## src/sv/tvp_pkg.sv

```systemverilog
package tvp_pkg;

   // message length limit and derived counter widths
   localparam int MAX_MESSAGE_BYTES = 1024;
   localparam int CNT_W             = $clog2(MAX_MESSAGE_BYTES + 1);
   localparam int IDX_W             = 10;
   localparam logic [IDX_W-1:0] IDX_SAT = IDX_W'(MAX_MESSAGE_BYTES - 1);

   // queue between front and back
   localparam int QUEUE_DEPTH = 4;
   localparam int QPTR_W      = $clog2(QUEUE_DEPTH);
   localparam int QCNT_W      = $clog2(QUEUE_DEPTH + 1);

   // command codes
   localparam logic [3:0] CMD_U64 = 4'd7;
   localparam logic [3:0] CMD_F16 = 4'd8;
   localparam logic [3:0] CMD_F32 = 4'd9;
   localparam logic [3:0] CMD_F64 = 4'd10;

   // byte count codes (number of bytes is 2**code)
   localparam logic [1:0] SIZE_1 = 2'd0;
   localparam logic [1:0] SIZE_2 = 2'd1;
   localparam logic [1:0] SIZE_4 = 2'd2;
   localparam logic [1:0] SIZE_8 = 2'd3;

   // one classified item, word left aligned so the first byte sits on top
   typedef struct packed {
      logic [63:0] word;
      logic [1:0]  size;
      logic        has_bytes;
      logic        err;
      logic        eom;
   } entry_type;

endpackage

```

## src/sv/tvp_front.sv

```systemverilog
module tvp_front (
   input  logic [3:0]          req_command,
   input  logic [63:0]         req_value,
   input  logic                req_end_of_message,
   output tvp_pkg::entry_type  entry
);
   import tvp_pkg::*;

   logic        s32;
   logic [7:0]  e32;
   logic [22:0] f32;
   logic        s64;
   logic [10:0] e64;
   logic [51:0] f64;
   logic [34:0] frac_prod;
   logic [10:0] frac16;
   logic [4:0]  ex16;
   logic [15:0] word16;
   logic        err16;
   logic [31:0] word32;
   logic        err32;
   logic [63:0] word64;
   logic        err64;
   logic [63:0] raw;

   // single and double fields
   assign s32 = req_value[31];
   assign e32 = req_value[30:23];
   assign f32 = req_value[22:0];
   assign s64 = req_value[63];
   assign e64 = req_value[62:52];
   assign f64 = req_value[51:0];

   // f16 fraction: floor(f * 2049 / 2**24) as shift and add
   assign frac_prod = {1'b0, f32, 11'b0} + {12'b0, f32};
   assign frac16    = frac_prod[34:24];
   assign ex16      = 5'(e32 - 8'd112);

   // single to half with repair
   always_comb begin
      err16  = 1'b1;
      word16 = {s32, 15'b0};
      if (e32 == 8'd0 && f32 == 23'd0) begin
         err16  = 1'b0;
         word16 = 16'd0;
      end else if (e32 == 8'hFF || e32 >= 8'd143) begin
         word16 = {s32, 5'h1F, 10'b0};
      end else if (e32 <= 8'd112) begin
         word16 = {s32, 15'b0};
      end else begin
         err16  = 1'b0;
         word16 = {s32, ex16, 10'b0} | {5'b0, frac16};
      end
   end

   // single pass-through with repair
   always_comb begin
      err32  = 1'b1;
      word32 = {s32, 31'b0};
      if (e32 == 8'd0 && f32 == 23'd0) begin
         err32  = 1'b0;
         word32 = 32'd0;
      end else if (e32 == 8'hFF) begin
         word32 = {s32, 8'hFF, 23'b0};
      end else if (e32 != 8'd0) begin
         err32  = 1'b0;
         word32 = req_value[31:0];
      end
   end

   // double pass-through with repair
   always_comb begin
      err64  = 1'b1;
      word64 = {s64, 63'b0};
      if (e64 == 11'd0 && f64 == 52'd0) begin
         err64  = 1'b0;
         word64 = 64'd0;
      end else if (e64 == 11'h7FF) begin
         word64 = {s64, 11'h7FF, 52'b0};
      end else if (e64 != 11'd0) begin
         err64  = 1'b0;
         word64 = req_value;
      end
   end

   // classify the command
   always_comb begin
      entry.eom       = req_end_of_message;
      entry.has_bytes = 1'b1;
      entry.err       = 1'b0;
      entry.size      = req_command[1:0];
      raw             = req_value;
      priority if (req_command <= CMD_U64) begin
         raw = req_value;
      end else if (req_command == CMD_F16) begin
         entry.size = SIZE_2;
         entry.err  = err16;
         raw        = {48'b0, word16};
      end else if (req_command == CMD_F32) begin
         entry.size = SIZE_4;
         entry.err  = err32;
         raw        = {32'b0, word32};
      end else if (req_command == CMD_F64) begin
         entry.size = SIZE_8;
         entry.err  = err64;
         raw        = word64;
      end else begin
         entry.has_bytes = 1'b0;
         entry.size      = SIZE_1;
      end
   end

   // left align so the most significant byte leads
   always_comb begin
      unique case (entry.size)
         SIZE_1:  entry.word = {raw[7:0], 56'b0};
         SIZE_2:  entry.word = {raw[15:0], 48'b0};
         SIZE_4:  entry.word = {raw[31:0], 32'b0};
         SIZE_8:  entry.word = raw;
         default: entry.word = raw;
      endcase
   end

endmodule

```

## src/sv/tvp_queue.sv

```systemverilog
module tvp_queue (
   input  logic                clock,
   input  logic                reset,
   input  logic                wr_en,
   input  tvp_pkg::entry_type  wr_data,
   output logic                full,
   input  logic                rd_en,
   output tvp_pkg::entry_type  rd_data,
   output logic                empty
);
   import tvp_pkg::*;

   entry_type          slot_ff [QUEUE_DEPTH];
   logic [QPTR_W-1:0]  wr_ptr_ff, wr_ptr_in;
   logic [QPTR_W-1:0]  rd_ptr_ff, rd_ptr_in;
   logic [QCNT_W-1:0]  count_ff, count_in;
   logic               do_wr;
   logic               do_rd;

   assign full    = (count_ff == QCNT_W'(QUEUE_DEPTH));
   assign empty   = (count_ff == '0);
   assign rd_data = slot_ff[rd_ptr_ff];
   assign do_wr   = wr_en && !full;
   assign do_rd   = rd_en && !empty;

   // pointer and fill count
   always_comb begin
      wr_ptr_in = wr_ptr_ff;
      rd_ptr_in = rd_ptr_ff;
      count_in  = count_ff;
      if (do_wr) begin
         wr_ptr_in = (wr_ptr_ff == QPTR_W'(QUEUE_DEPTH - 1)) ? '0 : wr_ptr_ff + 1'b1;
      end
      if (do_rd) begin
         rd_ptr_in = (rd_ptr_ff == QPTR_W'(QUEUE_DEPTH - 1)) ? '0 : rd_ptr_ff + 1'b1;
      end
      unique case ({do_wr, do_rd})
         2'b10:   count_in = count_ff + 1'b1;
         2'b01:   count_in = count_ff - 1'b1;
         default: count_in = count_ff;
      endcase
   end

   always_ff @(posedge clock) begin
      if (reset) begin
         wr_ptr_ff <= '0;
         rd_ptr_ff <= '0;
         count_ff  <= '0;
      end else begin
         wr_ptr_ff <= wr_ptr_in;
         rd_ptr_ff <= rd_ptr_in;
         count_ff  <= count_in;
      end
   end

   // storage
   always_ff @(posedge clock) begin
      if (do_wr) begin
         slot_ff[wr_ptr_ff] <= wr_data;
      end
   end

   // fill count within depth
   a_count_bound: assert property (@(posedge clock) disable iff (reset)
      count_ff <= QCNT_W'(QUEUE_DEPTH))
      else $error("queue fill count beyond depth");

   // count follows the transfers
   a_count_track: assert property (@(posedge clock) disable iff (reset)
      (do_wr && !do_rd) |=> (count_ff == $past(count_ff) + 1'b1))
      else $error("queue count missed a write");

endmodule

```

## src/sv/tvp_back.sv

```systemverilog
module tvp_back (
   input  logic                    clock,
   input  logic                    reset,
   input  tvp_pkg::entry_type      head,
   input  logic                    head_valid,
   output logic                    head_pop,
   output logic                    rsp_empty,
   input  logic                    rsp_pop,
   output logic [7:0]              rsp_out_byte,
   output logic                    rsp_last_byte,
   output logic [tvp_pkg::IDX_W-1:0] rsp_byte_index,
   output logic                    rsp_range_error,
   output logic                    rsp_message_overflow
);
   import tvp_pkg::*;

   logic              busy_ff, busy_in;
   logic [63:0]       word_ff, word_in;
   logic [2:0]        left_ff, left_in;
   logic              err_ff, err_in;
   logic              eom_ff, eom_in;
   logic [CNT_W-1:0]  count_ff, count_in;
   logic              out_valid_ff, out_valid_in;
   logic [7:0]        out_byte_ff, out_byte_in;
   logic              out_last_ff, out_last_in;
   logic [IDX_W-1:0]  out_idx_ff, out_idx_in;
   logic              out_err_ff, out_err_in;
   logic              out_ovf_ff, out_ovf_in;

   logic              advance;
   logic              emit;
   logic              skip;
   logic              sat;
   logic [63:0]       cur_word;
   logic [2:0]        cur_left;
   logic              cur_err;
   logic              cur_eom;
   logic [2:0]        head_left;

   // bytes remaining after the first, from the size code
   always_comb begin
      unique case (head.size)
         SIZE_1:  head_left = 3'd0;
         SIZE_2:  head_left = 3'd1;
         SIZE_4:  head_left = 3'd3;
         SIZE_8:  head_left = 3'd7;
         default: head_left = 3'd0;
      endcase
   end

   // work from the item in flight or straight from the queue head
   assign cur_word = busy_ff ? word_ff : head.word;
   assign cur_left = busy_ff ? left_ff : head_left;
   assign cur_err  = busy_ff ? err_ff  : head.err;
   assign cur_eom  = busy_ff ? eom_ff  : head.eom;

   assign advance  = !out_valid_ff || rsp_pop;
   assign emit     = advance && (busy_ff || (head_valid && head.has_bytes));
   assign skip     = !busy_ff && head_valid && !head.has_bytes;
   assign head_pop = !busy_ff && head_valid && (!head.has_bytes || emit);
   assign sat      = (count_ff >= CNT_W'(MAX_MESSAGE_BYTES));

   // serializer and message counter
   always_comb begin
      busy_in      = busy_ff;
      word_in      = word_ff;
      left_in      = left_ff;
      err_in       = err_ff;
      eom_in       = eom_ff;
      count_in     = count_ff;
      out_valid_in = out_valid_ff;
      out_byte_in  = out_byte_ff;
      out_last_in  = out_last_ff;
      out_idx_in   = out_idx_ff;
      out_err_in   = out_err_ff;
      out_ovf_in   = out_ovf_ff;
      if (advance) begin
         out_valid_in = 1'b0;
      end
      if (emit) begin
         out_valid_in = 1'b1;
         out_byte_in  = cur_word[63:56];
         out_last_in  = (cur_left == 3'd0);
         out_idx_in   = sat ? IDX_SAT : count_ff[IDX_W-1:0];
         out_err_in   = cur_err;
         out_ovf_in   = sat;
         busy_in      = (cur_left != 3'd0);
         word_in      = {cur_word[55:0], 8'b0};
         left_in      = cur_left - 3'd1;
         err_in       = cur_err;
         eom_in       = cur_eom;
         if (cur_left == 3'd0 && cur_eom) begin
            count_in = '0;
         end else if (!sat) begin
            count_in = count_ff + 1'b1;
         end
      end else if (skip && head.eom) begin
         count_in = '0;
      end
   end

   always_ff @(posedge clock) begin
      if (reset) begin
         busy_ff      <= 1'b0;
         count_ff     <= '0;
         out_valid_ff <= 1'b0;
      end else begin
         busy_ff      <= busy_in;
         count_ff     <= count_in;
         out_valid_ff <= out_valid_in;
      end
   end

   always_ff @(posedge clock) begin
      word_ff     <= word_in;
      left_ff     <= left_in;
      err_ff      <= err_in;
      eom_ff      <= eom_in;
      out_byte_ff <= out_byte_in;
      out_last_ff <= out_last_in;
      out_idx_ff  <= out_idx_in;
      out_err_ff  <= out_err_in;
      out_ovf_ff  <= out_ovf_in;
   end

   assign rsp_empty            = !out_valid_ff;
   assign rsp_out_byte         = out_byte_ff;
   assign rsp_last_byte        = out_last_ff;
   assign rsp_byte_index       = out_idx_ff;
   assign rsp_range_error      = out_err_ff;
   assign rsp_message_overflow = out_ovf_ff;

   // counter never passes the limit
   a_count_limit: assert property (@(posedge clock) disable iff (reset)
      count_ff <= CNT_W'(MAX_MESSAGE_BYTES))
      else $error("byte counter beyond message limit");

   // overflowed bytes carry the saturated index
   a_ovf_index: assert property (@(posedge clock) disable iff (reset)
      (!rsp_empty && rsp_message_overflow) |-> (rsp_byte_index == IDX_SAT))
      else $error("overflow byte with unsaturated index");

   // a shown byte that is not last leaves an item in flight
   a_mid_item: assert property (@(posedge clock) disable iff (reset)
      (out_valid_ff && !out_last_ff) |-> busy_ff)
      else $error("item dropped before its last byte");

endmodule

```

## src/sv/typed_value_packer_core.sv

```systemverilog
// a transfer in is written into the queue, then its first byte is registered in the output stage
// throughput: one byte per cycle unless the receiver stalls; an item sends its 1, 2, 4 or 8 bytes
// from the serializer in turn, and an invalid code is popped there and emits nothing
// a four-entry queue lets input transfers continue while the serializer drains
// reset: synchronous, active high; clears queue, serializer, output stage and byte counter
module typed_value_packer_core (
   input  logic                      clock,
   input  logic                      reset,
   input  logic                      req_push,
   output logic                      req_full,
   input  logic [3:0]                req_command,
   input  logic [63:0]               req_value,
   input  logic                      req_end_of_message,
   output logic                      rsp_empty,
   input  logic                      rsp_pop,
   output logic [7:0]                rsp_out_byte,
   output logic                      rsp_last_byte,
   output logic [tvp_pkg::IDX_W-1:0] rsp_byte_index,
   output logic                      rsp_range_error,
   output logic                      rsp_message_overflow
);
   import tvp_pkg::*;

   entry_type  front_entry;
   entry_type  head_entry;
   logic       head_empty;
   logic       head_pop;

   // classify and convert
   tvp_front u_front (
      .req_command        (req_command),
      .req_value          (req_value),
      .req_end_of_message (req_end_of_message),
      .entry              (front_entry)
   );

   // decoupling queue
   tvp_queue u_queue (
      .clock   (clock),
      .reset   (reset),
      .wr_en   (req_push),
      .wr_data (front_entry),
      .full    (req_full),
      .rd_en   (head_pop),
      .rd_data (head_entry),
      .empty   (head_empty)
   );

   // byte serializer
   tvp_back u_back (
      .clock                (clock),
      .reset                (reset),
      .head                 (head_entry),
      .head_valid           (!head_empty),
      .head_pop             (head_pop),
      .rsp_empty            (rsp_empty),
      .rsp_pop              (rsp_pop),
      .rsp_out_byte         (rsp_out_byte),
      .rsp_last_byte        (rsp_last_byte),
      .rsp_byte_index       (rsp_byte_index),
      .rsp_range_error      (rsp_range_error),
      .rsp_message_overflow (rsp_message_overflow)
   );

endmodule

```

## config.mk

```make
export PLATFORM = sky130hd
export DESIGN_NAME = typed_value_packer_core
export DESIGN_NICKNAME = d
export VERILOG_FILES = /design/src/sv/tvp_pkg.sv /design/src/sv/tvp_front.sv /design/src/sv/tvp_queue.sv /design/src/sv/tvp_back.sv /design/src/sv/typed_value_packer_core.sv
export SDC_FILE = /design/constraint.sdc
export NUM_CORES = 1
export LEC_CHECK = 0
export BUFFER_PORTS_ARGS = -buffer_cell sky130_fd_sc_hd__buf_2
export CORE_MARGIN = 1.5
export CORE_UTILIZATION = 55
export DETAILED_ROUTE_END_ITERATION = 8
export GPL_TIMING_DRIVEN = 0
export PLACE_DENSITY = 0.78
export SLEW_MARGIN = 20
export SYNTH_ARGS = -nofsm -noshare
export SYNTH_HDL_FRONTEND = slang
export SYNTH_SLANG_ARGS = --single-unit
```

## constraint.sdc

```tcl
create_clock -name clock -period 3.5 [get_ports clock]
set_input_delay 0.7 -clock clock [delete_from_list [all_inputs] [get_ports clock]]
set_output_delay 0.7 -clock clock [all_outputs]
set_load 0.01 [all_outputs]
```

==> impl_metrics.py, run 1 <==
metrics = {
    "run_status": {
        "outcome": "finished clean",
    },
    "cts": {
        "htreeDepth": 2,
        "clk_latency_ns": 0.54,
        "cts_made_buffers": 38,
        "clk_pin_slew_ns": 0.06,
        "postCtsSetupBuffers": 0,
        "clock_sinks": 379,
        "cts_max_path_buffers": 3,
        "cts_hold_buffers": 0,
        "cts-root-buf": "clkbuf_16",
        "cts_tree": "done",
    },
    "placement": {
        "portBuffers": 93,
        "place_area_um2": 17400,
        "dpl.cell_count": 1571,
        "place.gp.congestion": 0.963,
        "hpwl_mm": 26.9,
        "preCtsSetupSlack_ns": -0.344,
    },
    "grt": {
        "track_usage_pct": 26.2,
        "grt_pass1_vias": 9903,
        "grt_max_degree": 46,
        "grt_pass1_wl_mm": 59.2,
        "antenna_found_initial": 1,
        "gr-total-overflow": 0,
    },
    "final_layout": {
        "drive_gt1_share_pct": 20.5,
        "ff_latch_area_um2": 11200,
        "antenna_cells": 0,
        "layout.cells.non_filler": 1640,
        "layout.nets": 1322,
        "multi_input_area_um2": 4820,
        "fillers": 2040,
        "design_area_um2": 18500,
        "flow.area_growth_from_synthesis_pct": 13.8,
    },
    "route": {
        "drtPass1Iterations": 6,
        "ant_nets": 0,
        "vias_per_cell": 6.16,
        "drt_iter0_drc": 1133,
        "vias": 10099,
        "routedWlPerCell_um": 24.1,
        "drc": 0,
        "wl_mm": 39.5,
    },
    "logic_synthesis": {
        "syn_area_per_cell_um2": 14.9,
        "ys_types": 63,
        "synth.top_cell.area_share_pct": 65.9,
        "ys_seq_area_share_pct": 68.6,
        "synthAdderAreaFrac_pct": 1.74,
        "synth_top_family_by_area": "simple AND/OR/NAND/NOR gates",
        "yosysWarnings": 0,
        "netlist_instances": 1089,
        "ys_top_cells_by_area": "edfxtp_1 66%, mux4_2 9.6%, nand2_1 4.8%, dfxtp_1 2.7%, ha_1 1.6%",
        "synth_compound_area_share_pct": 5.65,
        "yosysTopAreaCell": "edfxtp_1",
        "synthSimpleGateAreaFrac_pct": 11.5,
        "synth-edff-count": 357,
        "yosys-mux-area-fraction_pct": 9.94,
        "netlist_top_cells_count": "357 x edfxtp_1, 209 x nand2_1, 69 x mux4_2",
        "ys_ff_latch": 379,
        "syn_area_um2": 16300,
        "yosysMostFrequentCell": "edfxtp_1",
        "synthFlopType": "edfxtp_1",
        "synth_xor_area_share_pct": 0.646,
        "syn_nets": 1184,
        "async_flop_share_pct": 0,
    },
    "timing": {
        "finalSetupTns_ns": 0,
        "setup_slack_ns": 0.200,
        "fin_crit_sh_pct": 94.3,
        "finalMaxSlewViolations": 0,
        "grt_setup_unrepaired": "no",
        "hold_viol": 0,
        "tightest_slew_ns": 1.02,
        "fmax_mhz": 303,
        "finClkSkew_ns": 0.0123,
        "slew_headroom_pct": 30.9,
        "final.min_clock_period_ns": 3.30,
        "finalSetupViolCount": 0,
    },
    "setup_path": {
        "crit_fanout": 10,
        "crit_arrival_ns": 3.51,
        "critPathRequiredTime_ns": 3.71,
        "endpoint_kind": "flop",
        "cp-start-kind": "input port",
        "critical_path_class": "input port to flop",
    },
    "floorplanning": {
        "die-area_um2": 30600,
        "die-height_um": 175,
        "rows": 62,
        "start_util_pct": 56.2,
        "fp.dieW_um": 175,
        "pin_count": 96,
        "core_area_um2": 28900,
    },
    "power_and_ir_drop": {
        "p_per_area_nw_per_um2": 731,
        "p_total_mw": 13.5,
        "p_leak_nw": 6.63,
        "vdd_drop_max_mv": 0.407,
    },
    "worst_hold_path": {
        "hold_path.class": "input port to flop",
    },
    "flow_run": {
        "maxCapViolCount": 0,
    },
}
## critical path: stages
cell,delay (ns)
buf_2,0.18
nor3b_4,0.46
nor2_1,0.30
inv_2,0.15
nand2_1,0.24
a31oi_2,0.56
a21oi_1,0.13
o21ai_0,0.09
a21boi_0,0.71
## cell type report
cell class | count | area share, %
flip-flops and latches | 379 | 60.3
clock inverters | 14 | 0.581
clock buffers | 55 | 5.59
inverters | 23 | 0.480
well taps | 384 | 2.59
plain buffers | 52 | 1.20
repair buffers | 98 | 3.26
multi-input cells | 635 | 26.0
## what timing repair did
| item | CTS | global route |
|---|---|---|
| endpoints found under the setup margin | 0 | 4 |
| resized for setup | 0 | 2 |
| endpoints found under the hold margin | 0 | 0 |
## flip-flops by register name (all words and copies together) (netlist names), 2 cells and up, named ones only
name	cells
u_queue.rd_ptr_ff	2
u_queue.wr_ptr_ff	2
u_back.word_ff	56
u_back.rsp_byte_index	10
u_back.count_ff	11
u_queue.slot_ff	276
u_queue.count_ff	3
u_back.rsp_out_byte	8
u_back.left_ff	3
## cells by family (layout without fill, tap and decap cells)
family,Yosys count,after routing
flops,379,379
xor+xnor,12,12
buf+inv,75,242
simple gates,395,395
compound gates,131,131
mux,75,75
fa+ha+maj,22,22
## stage by stage
| stage | utilization, % | hold slack [ns] |
|---|---|---|
| floorplan | - | 0.454 |
| global placement | 59.5 | 0.479 |
| detailed placement | 60.0 | 0.492 |
| CTS | 64.0 | 0.378 |
| global route | 64.0 | 0.390 |
| finish | 64.0 | 0.392 |
## metal layers
metal	part of all wire [%]	up-vias	track usage [%]
li1	-	4445	-
met1	41	5027	36.9
met2	48	533	42.4
met3	8.5	94	4.92
met4	2.6	0	6.94
met5	0	-	0
## report_power, final
| group | internal [mW] | switching, mW | total, mW |
|---|---|---|---|
| clock | 2.15 | 1.64 | 3.79 |
| combinational | 1.29 | 2.04 | 3.33 |
| sequential | 6.18 | 0.240 | 6.42 |
## cell usage in the layout, fill, tap and decap left out, drive strengths merged, types with 6 or more instances in the layout
cell      n
ha       21
inv      26
nor3     13
clkbuf   90
o21ai    17
a21oi    42
nand2   210
a22oi     9
or2      11
nor2b     6
nor4     13
xor2      8
and3     11
o21a      8
nand4    12
buf     115
and2     36
nor2     43
a22o      7
dfxtp    22
clkinv   10
mux4     69
or3       8
edfxtp  357
nand3    17
## path summary, 6_finish.rpt
path / to / startpoint / slack, ns / depth (start not counted)
worst min-delay path: u_queue.slot_ff[3][0] / req_end_of_message / 0.39 / 1
worst max-delay path: u_queue.slot_ff[0][64] / req_command[3] / 0.20 / 9
worst max register to register: u_back.count_ff[8] / u_back.busy_ff / 0.35 / 12
worst min register to register: u_queue.count_ff[2] / u_queue.count_ff[2] / 0.50 / 2
(Power assumes the default switching activity.)
==> run 2, diff against run 1 <==
REMOVE_ABC_BUFFERS = 1   (was default)
==> run 2 against run 1 <==
Clock-buffer cell count shrank 10. Critical path depth is 1 higher. Die area unchanged. Sequential cell count is the same. Utilization is 0.087 points higher. Sequential power rose by 1%. First-iteration DRC count decreased by 4.2%. Sequential share of layout area is essentially flat. Critical path type unchanged. Largest cell class unchanged. Largest power group unchanged. Highest routed layer unchanged.
==> impl_metrics.py, run 2 (synthesis gave the netlist of run 1 again) <==
metrics = {
    "grt": {
        "grt_pass1_vias": 9718,
        "antenna_found_initial": 4,
        "track_usage_pct": 24.6,
        "grt_max_degree": 71,
        "gr-total-overflow": 0,
        "grt_pass1_wl_mm": 56.2,
    },
    "run_status": {
        "outcome": "finished clean",
    },
    "final_layout": {
        "multi_input_area_um2": 4860,
        "regMostFlops": "u_queue.slot_ff",
        "layout.nets": 1282,
        "flow.area_growth_from_synthesis_pct": 14.0,
        "largest_register_ffs": 276,
        "fillers": 2008,
        "reg_top3": "u_queue.slot_ff (276), u_back.word_ff (56), u_back.count_ff (11)",
        "final_common_cell": "edfxtp_1",
        "layout.cells.non_filler": 1599,
        "ff_latch_area_um2": 11200,
        "mostFrequentLayoutCells": "357 x edfxtp_1, 208 x nand2_1, 96 x buf_2",
        "drive_gt1_share_pct": 22.4,
    },
    "route": {
        "vias": 9821,
        "ant_nets": 0,
        "drtPass1Iterations": 6,
        "drc": 0,
        "routedWlPerCell_um": 23.2,
        "drt_iter0_drc": 1085,
        "vias_per_cell": 6.14,
        "wl_mm": 37.1,
    },
    "timing": {
        "hold_viol": 0,
        "final.min_clock_period_ns": 3.44,
        "finClkSkew_ns": 0.0217,
        "finalSetupViolCount": 0,
        "fmax_mhz": 291,
        "finalMaxSlewViolations": 0,
        "fin_crit_sh_pct": 98.2,
        "tightest_slew_ns": 1.13,
        "grt_setup_unrepaired": "no",
        "slew_headroom_pct": 23.7,
    },
    "setup_path": {
        "rrSetupSlack_ns": 0.19,
        "endpoint_kind": "flop",
        "timing.rr.end": "u_back.count_ff[8]",
        "cp_slowest_cell": "nor2b_2",
        "crit_arrival_ns": 3.72,
        "critical_path_class": "input port to flop",
        "crit_fanout": 30,
        "critPathRequiredTime_ns": 3.78,
        "cp-start-kind": "input port",
        "path_cells": "buf_2 > nor2b_2 > nor2_1 > inv_2 > nand2_2 > nor2_4 > buf_12 > nand2_1 > a31o_2 > a21oi_1",
        "ff2ff_path_depth": 11,
        "cpPeakStageDelay_ns": 0.44,
    },
    "cts": {
        "cts_max_path_buffers": 3,
        "clk_latency_ns": 0.52,
        "cts_tree": "done",
        "htreeDepth": 2,
        "clock_sinks": 379,
        "cts_made_buffers": 39,
        "cts_hold_buffers": 0,
        "cts-root-buf": "clkbuf_16",
        "clk_pin_slew_ns": 0.06,
    },
    "worst_hold_path": {
        "hold-path-cell-count": 1,
        "hold_path.startpoint": "req_end_of_message",
        "holdPathEnd": "u_queue.slot_ff[1][0]",
        "hold_path.class": "input port to flop",
    },
    "power_and_ir_drop": {
        "p_sw_mw": 3.75,
        "p_per_area_nw_per_um2": 724,
        "vdd_drop_max_mv": 0.452,
        "internal_power_mw": 9.67,
        "p_total_mw": 13.4,
        "p_seq_share_pct": 48.4,
        "clkPwrFrac_pct": 28.2,
        "p_comb_share_pct": 23.5,
        "p_sw_share_pct": 28.0,
        "p_leak_nw": 6.64,
    },
    "placement": {
        "dpl.cell_count": 1528,
        "portBuffers": 95,
        "hpwl_mm": 23.6,
        "place.gp.congestion": 0.933,
    },
    "flow_run": {
        "maxCapViolCount": 0,
    },
    "floorplanning": {
        "die-height_um": 175,
        "start_util_pct": 56.2,
        "core_area_um2": 28900,
        "fp.dieW_um": 175,
        "die-area_um2": 30600,
        "rows": 62,
        "pin_count": 96,
    },
}
[run 2: worst max path at each step]
stage,startpoint,end,slack [ns],cells past startpoint
4_1_cts,flop,u_back.count_ff[8],0.02,11
5_1_grt,req_command[0],u_queue.slot_ff[0][53],0.01,10
3_5_place_dp,req_command[3],u_queue.slot_ff[2][68],-0.97,9
2_1_floorplan,flop,u_back.eom_ff,-2.48,4
3_3_place_gp,flop,u_back.word_ff[14],-4.96,4
6_report,req_command[0],u_queue.slot_ff[0][53],0.06,10
[run 2: what timing repair did]
item	in CTS	in global routing
resized for setup	4	1
endpoints found under the setup margin	82	16
buffers inserted	1	1
pin swaps	0	1
[run 2: cell type report]
type | count | area share (%)
Clock buffer | 45 | 5.38
Tap cell | 384 | 2.59
Inverter | 23 | 0.520
Sequential cell | 379 | 60.3
Multi-Input combinational cell | 635 | 26.2
Clock inverter | 20 | 0.817
Antenna cell | 4 | 0.0540
Timing Repair Buffer | 109 | 4.18
[run 2: routing by layer]
layer | global-route usage, % | up-vias | routed length, µm
met5 | 0.481 | - | 0
met4 | 10.8 | 0 | 1200
met3 | 6.05 | 87 | 3460
met2 | 37.9 | 484 | 17600
met1 | 33.5 | 4873 | 14800
li1 | - | 4377 | -
[run 2: worst max-delay path: cells and delay by family]
family,cells,cell delay [ns]
buffers and inverters,3,0.80
and+or+nand+nor,5,1.61
AOI/OAI and AO/OA,2,0.57
[run 2: power by group through the flow]
stage / Combinational [mW] / Clock, mW / Sequential, mW
after floorplan: 1.92 / 0 / 6.76
after global placement: 2.72 / 0 / 6.87
after detailed placement: 3.11 / 0 / 6.60
after CTS: 3.15 / 3.84 / 6.52
after global routing: 3.45 / 4.02 / 6.57
final: 3.15 / 3.78 / 6.49
[run 2: stage by stage]
| step | area [µm²] | utilization (%) | setup WS (ns) | hold slack [ns] | TNS (ns) |
|---|---|---|---|---|---|
| 5_1_grt | 18500 | 64.1 | 0.0110 | 0.411 | 0 |
| 2_1_floorplan | 16000 | - | -2.48 | 0.454 | -264.76 |
| 4_1_cts | 18500 | 64.0 | 0.0168 | 0.395 | 0 |
| 3_5_place_dp | 17300 | 59.9 | -0.970 | 0.490 | -91.38 |
| 6_report | 18500 | 64.1 | 0.0640 | 0.410 | 0 |
| 3_3_place_gp | 17000 | 58.7 | -4.96 | 0.473 | -1241.37 |
